$ cat src/design/assert_macros.svh
// Assertion macros used by the escape stripper top level.
`ifndef ASSERT_MACROS_SVH
`define ASSERT_MACROS_SVH

// Checked property with the check held off while reset is asserted.
`define AES_ASSERT(label, clk, rst_n, prop, msg) \
  label: assert property (@(posedge clk) disable iff (!rst_n) prop) else $error(msg);

// Checked property that also holds during reset.
`define AES_ASSERT_ALWAYS(label, clk, prop, msg) \
  label: assert property (@(posedge clk) prop) else $error(msg);

`endif

$ cat src/design/aes_pkg.sv
// Package with the shared constants and types of the escape stripper.
package aes_pkg;

  // Byte codes recognised by the parser.
  localparam logic [7:0] ESC_CHAR   = 8'h1B;
  localparam logic [7:0] BEL_CHAR   = 8'h07;
  localparam logic [7:0] CSI_CHAR   = 8'h5B;
  localparam logic [7:0] OSC_CHAR   = 8'h5D;
  localparam logic [7:0] BSLASH_CHR = 8'h5C;
  localparam logic [7:0] FINAL_LO   = 8'h40;
  localparam logic [7:0] FINAL_HI   = 8'h7E;

  // Kept-byte counter: width and saturation point.
  localparam int unsigned COUNT_W        = 17;
  localparam int unsigned MAX_LINE_BYTES = 65536;
  localparam int unsigned COUNT_MAX_ALL  = (1 << COUNT_W) - 1;
  localparam logic [COUNT_W-1:0] COUNT_LIMIT =
    (MAX_LINE_BYTES > COUNT_MAX_ALL) ? COUNT_W'(COUNT_MAX_ALL) : COUNT_W'(MAX_LINE_BYTES);

  // Per-byte verdict from the parser.
  typedef struct packed {
    logic               keep;
    logic [COUNT_W-1:0] count;
  } aes_result_t;

endpackage

$ cat src/design/aes_parser.sv
// Escape-sequence parser: mode state, keep decision and kept-byte counter.
module aes_parser
  import aes_pkg::*;
(
  input  logic        clk,
  input  logic        rst_n,
  input  logic        accept,
  input  logic [7:0]  in_byte,
  input  logic        line_end,
  output aes_result_t result
);

  typedef enum logic [2:0] {
    MODE_NORMAL  = 3'd0,
    MODE_ESC     = 3'd1,
    MODE_CSI     = 3'd2,
    MODE_OSC     = 3'd3,
    MODE_OSC_ESC = 3'd4
  } mode_t;

  mode_t              mode_r, mode_nxt;
  logic [COUNT_W-1:0] total_r, total_nxt;
  logic               keep;
  mode_t              osc_next;

  // Next mode for an ordinary byte inside an OSC body.
  always_comb begin
    priority if (in_byte == BEL_CHAR) begin
      osc_next = MODE_NORMAL;
    end else if (in_byte == ESC_CHAR) begin
      osc_next = MODE_OSC_ESC;
    end else begin
      osc_next = MODE_OSC;
    end
  end

  // Mode transition and keep decision for the current byte.
  always_comb begin
    keep     = 1'b0;
    mode_nxt = MODE_NORMAL;
    unique case (mode_r)
      MODE_ESC: begin
        if (in_byte == CSI_CHAR) begin
          mode_nxt = MODE_CSI;
        end else if (in_byte == OSC_CHAR) begin
          mode_nxt = MODE_OSC;
        end else begin
          mode_nxt = MODE_NORMAL;
        end
      end
      MODE_CSI: begin
        mode_nxt = (in_byte >= FINAL_LO && in_byte <= FINAL_HI) ? MODE_NORMAL : MODE_CSI;
      end
      MODE_OSC: begin
        mode_nxt = osc_next;
      end
      MODE_OSC_ESC: begin
        mode_nxt = (in_byte == BSLASH_CHR) ? MODE_NORMAL : osc_next;
      end
      default: begin
        // Normal text; a lone ESC at the end of the line is kept.
        if (in_byte == ESC_CHAR && !line_end) begin
          mode_nxt = MODE_ESC;
        end else begin
          keep     = 1'b1;
          mode_nxt = MODE_NORMAL;
        end
      end
    endcase
  end

  // Saturating count of kept bytes, including this one.
  always_comb begin
    total_nxt = total_r;
    if (keep && total_r < COUNT_LIMIT) begin
      total_nxt = total_r + COUNT_W'(1);
    end
  end

  assign result.keep  = keep;
  assign result.count = total_nxt;

  // State advances on each accepted beat and returns to reset after the last byte.
  always_ff @(posedge clk) begin
    if (!rst_n) begin
      mode_r  <= MODE_NORMAL;
      total_r <= '0;
    end else if (accept) begin
      if (line_end) begin
        mode_r  <= MODE_NORMAL;
        total_r <= '0;
      end else begin
        mode_r  <= mode_nxt;
        total_r <= total_nxt;
      end
    end
  end

endmodule

$ cat src/design/ansi_escape_stripper.sv
// Top level of the terminal escape-sequence stripper.
// Each accepted input beat gives its result beat from the result register in the next cycle.
// One byte per cycle while the consumer takes results; the parser state loop and the result register set this.
// A waiting result does not block the input while the consumer takes it in the same cycle.
// Reset (synchronous, active low) returns to normal text mode with a zero count
// and an empty result register.
module ansi_escape_stripper
  import aes_pkg::*;
(
  input  logic        clk,
  input  logic        rst_n,
  input  logic        in_tvalid,
  output logic        in_tready,
  input  logic [7:0]  in_tdata,   // [7:0] in_byte
  input  logic        in_tlast,   // line_end
  output logic        out_tvalid,
  input  logic        out_tready,
  output logic [31:0] out_tdata,  // [7:0] out_byte, [24:8] kept_count, [31:25] zero
  output logic        out_tuser,  // keep
  output logic        out_tlast   // out_last
);

`include "assert_macros.svh"

  logic               in_accept;
  aes_result_t        result;
  logic               out_valid_r;
  logic [7:0]         out_byte_r;
  logic               out_keep_r;
  logic               out_last_r;
  logic [COUNT_W-1:0] out_count_r;

  // Input is taken whenever the result register is empty or being emptied.
  assign in_tready = !out_valid_r || out_tready;
  assign in_accept = in_tvalid && in_tready;

  aes_parser u_parser (
    .clk      (clk),
    .rst_n    (rst_n),
    .accept   (in_accept),
    .in_byte  (in_tdata),
    .line_end (in_tlast),
    .result   (result)
  );

  // Result register valid flag.
  always_ff @(posedge clk) begin
    if (!rst_n) begin
      out_valid_r <= 1'b0;
    end else if (in_accept) begin
      out_valid_r <= 1'b1;
    end else if (out_tready) begin
      out_valid_r <= 1'b0;
    end
  end

  // Result payload, loaded with each accepted beat.
  always_ff @(posedge clk) begin
    if (in_accept) begin
      out_byte_r  <= in_tdata;
      out_keep_r  <= result.keep;
      out_last_r  <= in_tlast;
      out_count_r <= result.count;
    end
  end

  assign out_tvalid = out_valid_r;
  assign out_tdata  = {{(32 - 8 - COUNT_W){1'b0}}, out_count_r, out_byte_r};
  assign out_tuser  = out_keep_r;
  assign out_tlast  = out_last_r;

  // Checks on the result path.
  `AES_ASSERT(a_accept_gives_result, clk, rst_n, in_accept |=> out_valid_r, "accepted beat did not produce a result")
  `AES_ASSERT(a_count_limit, clk, rst_n, out_valid_r |-> (out_count_r <= COUNT_LIMIT), "kept count beyond saturation limit")
  `AES_ASSERT(a_keep_counted, clk, rst_n, (out_valid_r && out_keep_r) |-> (out_count_r != '0), "kept byte with zero count")
  `AES_ASSERT(a_line_restart, clk, rst_n, (in_accept && $past(in_accept && in_tlast)) |-> (result.count <= COUNT_W'(1)), "count not restarted after line end")
  `AES_ASSERT_ALWAYS(a_reset_empty, clk, $past(!rst_n) |-> !out_valid_r, "result valid straight after reset")

endmodule

$ cat config.mk
export PLATFORM = sky130hd
export DESIGN_NAME = ansi_escape_stripper
export DESIGN_NICKNAME = d
export VERILOG_FILES = /design/src/design/aes_pkg.sv /design/src/design/aes_parser.sv /design/src/design/ansi_escape_stripper.sv
export VERILOG_INCLUDE_DIRS = /design/src /design/src/design
export SDC_FILE = /design/constraint.sdc
export NUM_CORES = 1
export LEC_CHECK = 0
export ABC_AREA = 1
export BUFFER_PORTS_ARGS = -buffer_cell sky130_fd_sc_hd__buf_2
export CORE_UTILIZATION = 32
export CTS_CLUSTER_DIAMETER = 40
export CTS_CLUSTER_SIZE = 40
export DETAILED_ROUTE_END_ITERATION = 6
export GPL_ROUTABILITY_DRIVEN = 0
export PLACE_DENSITY = 0.54
export SLEW_MARGIN = 20
export SYNTH_ARGS = -nofsm -noshare
export SYNTH_HDL_FRONTEND = slang
export SYNTH_HIERARCHICAL = 1
export SYNTH_SLANG_ARGS = --single-unit
$ cat constraint.sdc
create_clock -name clk -period 5.9 [get_ports clk]
set_input_delay 1.18 -clock clk [delete_from_list [all_inputs] [get_ports clk]]
set_output_delay 1.18 -clock clk [all_outputs]
set_load 0.03 [all_outputs]
==> results.sh <==
export IMPL_start_kind="primary input"
export IMPL_dp_hpwl_um=3370
export IMPL_ys_types=30
export IMPL_fin_nets=351
export IMPL_hold_path_class="flip-flop to flip-flop"
export IMPL_worst_setup_path_type="primary input to flip-flop"
export IMPL_dr_total_vias=1997
export IMPL_synthCells=298
export IMPL_num_rows=31
export IMPL_fin_skew_ns=0.00879
export IMPL_antenna_found_initial=0
export IMPL_cts_setup_buffers=0
export IMPL_diodes=0
export IMPL_arrival_ns=3.32
export IMPL_power_w=0.000616
export IMPL_ant_nets=0
export IMPL_cts_hold_buf=0
export IMPL_clock_latency_ns=0.30
export IMPL_syn_area_per_cell_um2=8.28
export IMPL_clockBufferDepth=2
export IMPL_ioPinCount=49
export IMPL_seq_area_um2=1230
export IMPL_setup_tns_ns=0
export IMPL_tightest_slew_ns=0.815
export IMPL_slew_headroom_pct=45.6
export IMPL_period_needed_ns=3.10
export IMPL_port_buffers=41
export IMPL_leakagePower_nw=1.06
export IMPL_grt_pass1_wl_um=7820
export IMPL_irDropWorstVdd_uv=87.6
export IMPL_max_cap_violations=0
export IMPL_grt_max_degree=34
export IMPL_drt_initial_drc_count=105
export IMPL_h_tree_depth=2
export IMPL_power_per_cell_area_nw_per_um2=219
export IMPL_initial_core_util_pct=33.5
export IMPL_drive_gt1_share_pct=20.7
export IMPL_multi_input_area_um2=1060
export IMPL_setup_viol=0
export IMPL_routedWlPerCell_um=11.0
export IMPL_path_clk_slew_ns=0.09
export IMPL_wl_um=4790
export IMPL_critical_path_required_ns=6.12
export IMPL_fp_dieW_um=89.8
export IMPL_grt_pass1_vias=1622
export IMPL_root_buffer="clkbuf_8"
export IMPL_cts_resized=0
export IMPL_yosys_warnings=6
export IMPL_rsz0062_at_grt="no"
export IMPL_area_delta_synth_final_pct=13.8
export IMPL_cts_buffers=5
export IMPL_drtPass1Iterations=4
export IMPL_coreArea_um2=7370
export IMPL_cts_tree="yes"
export IMPL_fmax_ghz=0.323
export IMPL_finalHoldViolCount=0
export IMPL_routed_via_density=4.57
export IMPL_post_route_period_util_pct=52.5
export IMPL_status="finished, final reports clean"
export IMPL_fillers=800
export IMPL_worst_setup_path_end_kind="flip-flop"
export IMPL_synth_yosys_seq_area_share_pct=49.9
export IMPL_cp_max_fo=29
export IMPL_overflow=0
export IMPL_dieArea_um2=8070
export IMPL_timing_final_max_slew_violations=0
export IMPL_synth_area_um2=2470
export IMPL_grtUsageTotal_pct=12.0
export IMPL_cts_sinks=48
export IMPL_synth_seq_cells=48
export IMPL_die_h_um=89.8
export IMPL_drc=0
## final timing paths
check	start	end	slack, ns	depth (start not counted)
worst max register to register	out_tvalid$_SDFFE_PN0P_	u_parser/total_r[0]$_SDFFE_PN0P_	3.43	6
worst min register to register	u_parser/total_r[15]$_SDFFE_PN0P_	u_parser/total_r[15]$_SDFFE_PN0P_	0.49	2
worst max-delay path	in_tvalid	u_parser/total_r[0]$_SDFFE_PN0P_	2.80	8
worst min-delay path	u_parser/total_r[15]$_SDFFE_PN0P_	u_parser/total_r[15]$_SDFFE_PN0P_	0.49	2
## state kept, by name (all words and copies together), names as in the netlist
signal            cells
out_tuser             1
out_count_r          17
out_tlast             1
out_byte_r            8
u_parser/mode_r       3
out_tvalid            1
u_parser/total_r     17
## cell families after synthesis
family	Yosys count	share of synthesized area [%]
AOI/OAI and AO/OA	46	12.2
xor gates and xnor gates	7	2.48
adders and majority gates	1	0.507
other	1	0.152
DFF	48	49.9
and+or+nand+nor	151	26.1
buffers and inverters	44	8.67
## where the power goes
| group | internal [W] | switching [W] | leakage (nW) |
|---|---|---|---|
| Sequential | 0.000364 | 0.00000354 | 0.431 |
| Clock | 0.0000827 | 0.000102 | 0.0399 |
| Combinational | 0.0000142 | 0.0000500 | 0.587 |
| Total | 0.000461 | 0.000156 | 1.06 |
## metrics by stage
| stage | cell area (µm²) | hold slack (ns) | setup WS, ns | utilization (%) | instances |
|---|---|---|---|---|---|
| 6_report | 2810 | 0.488 | 2.80 | 38.1 | 437 |
| 5_1_grt | 2810 | 0.512 | 2.56 | 38.1 | 437 |
| 4_1_cts | 2810 | 0.485 | 2.76 | 38.1 | 437 |
| 3_5_place_dp | 2730 | 0.471 | 2.45 | 37.0 | 429 |
| 3_3_place_gp | 2730 | 0.471 | 2.51 | 37.0 | 429 |
| 2_1_floorplan | 2490 | 0.458 | 2.15 | - | 304 |
## routing by layer
metal  wire [µm]  vias to the layer above  global-route usage (%)  part of all wire (%)
li1            -                     1056                       -                     -
met1        2390                      893                    16.4                    50
met2        2090                       43                    18.7                    44
met3         234                        5                    2.88                   4.9
met4          70                        0                    4.10                   1.5
met5           0                        -                       0                     0
## cells in the final DEF, fill, tap and decap left out, types with 5 or more instances in the layout
master / instances
nand2_1: 94
buf_2: 41
edfxtp_1: 27
inv_1: 25
nor2_1: 24
dfxtp_1: 21
a21oi_1: 20
o21ai_2: 14
nand3_1: 10
nand4_1: 9
conb_1: 7
nor3_1: 6
clkbuf_8: 5
## area by class of cell
type,count,share of cell area [%]
multi-input cells,212,37.6
well taps,99,4.41
repair buffers,42,7.57
clock buffers,7,2.72
flip-flops and latches,48,43.8
inverters,28,3.74
clock inverters,1,0.134
## synth_stat cells, drive strengths merged
cell type,number,area (µm²)
a21oi,22,114
and2,2,12.5
buf,12,93.8
clkbuf,4,15.0
clkinv,1,3.75
conb,1,3.75
dfxtp,21,420
edfxtp,27,811
ha,1,12.5
inv,27,101
nand2,95,359
nand3,12,77.6
nand4,9,56.3
nor2,26,103
nor3,6,30.0
o211ai,2,15.0
o21a,2,15.0
o21ai,18,143
o21bai,2,15.0
or2,1,6.26
xnor2,4,35.0
xor2,3,26.3
## worst max-delay path, stage by stage
cell	delay [ns]
buf_2	0.07
inv_1	0.06
a21oi_4	0.10
buf_4	0.36
inv_1	0.42
nor2_2	0.75
o21ai_0	0.20
a21oi_1	0.15
Note: power is estimated with default switching activity, not from simulation.
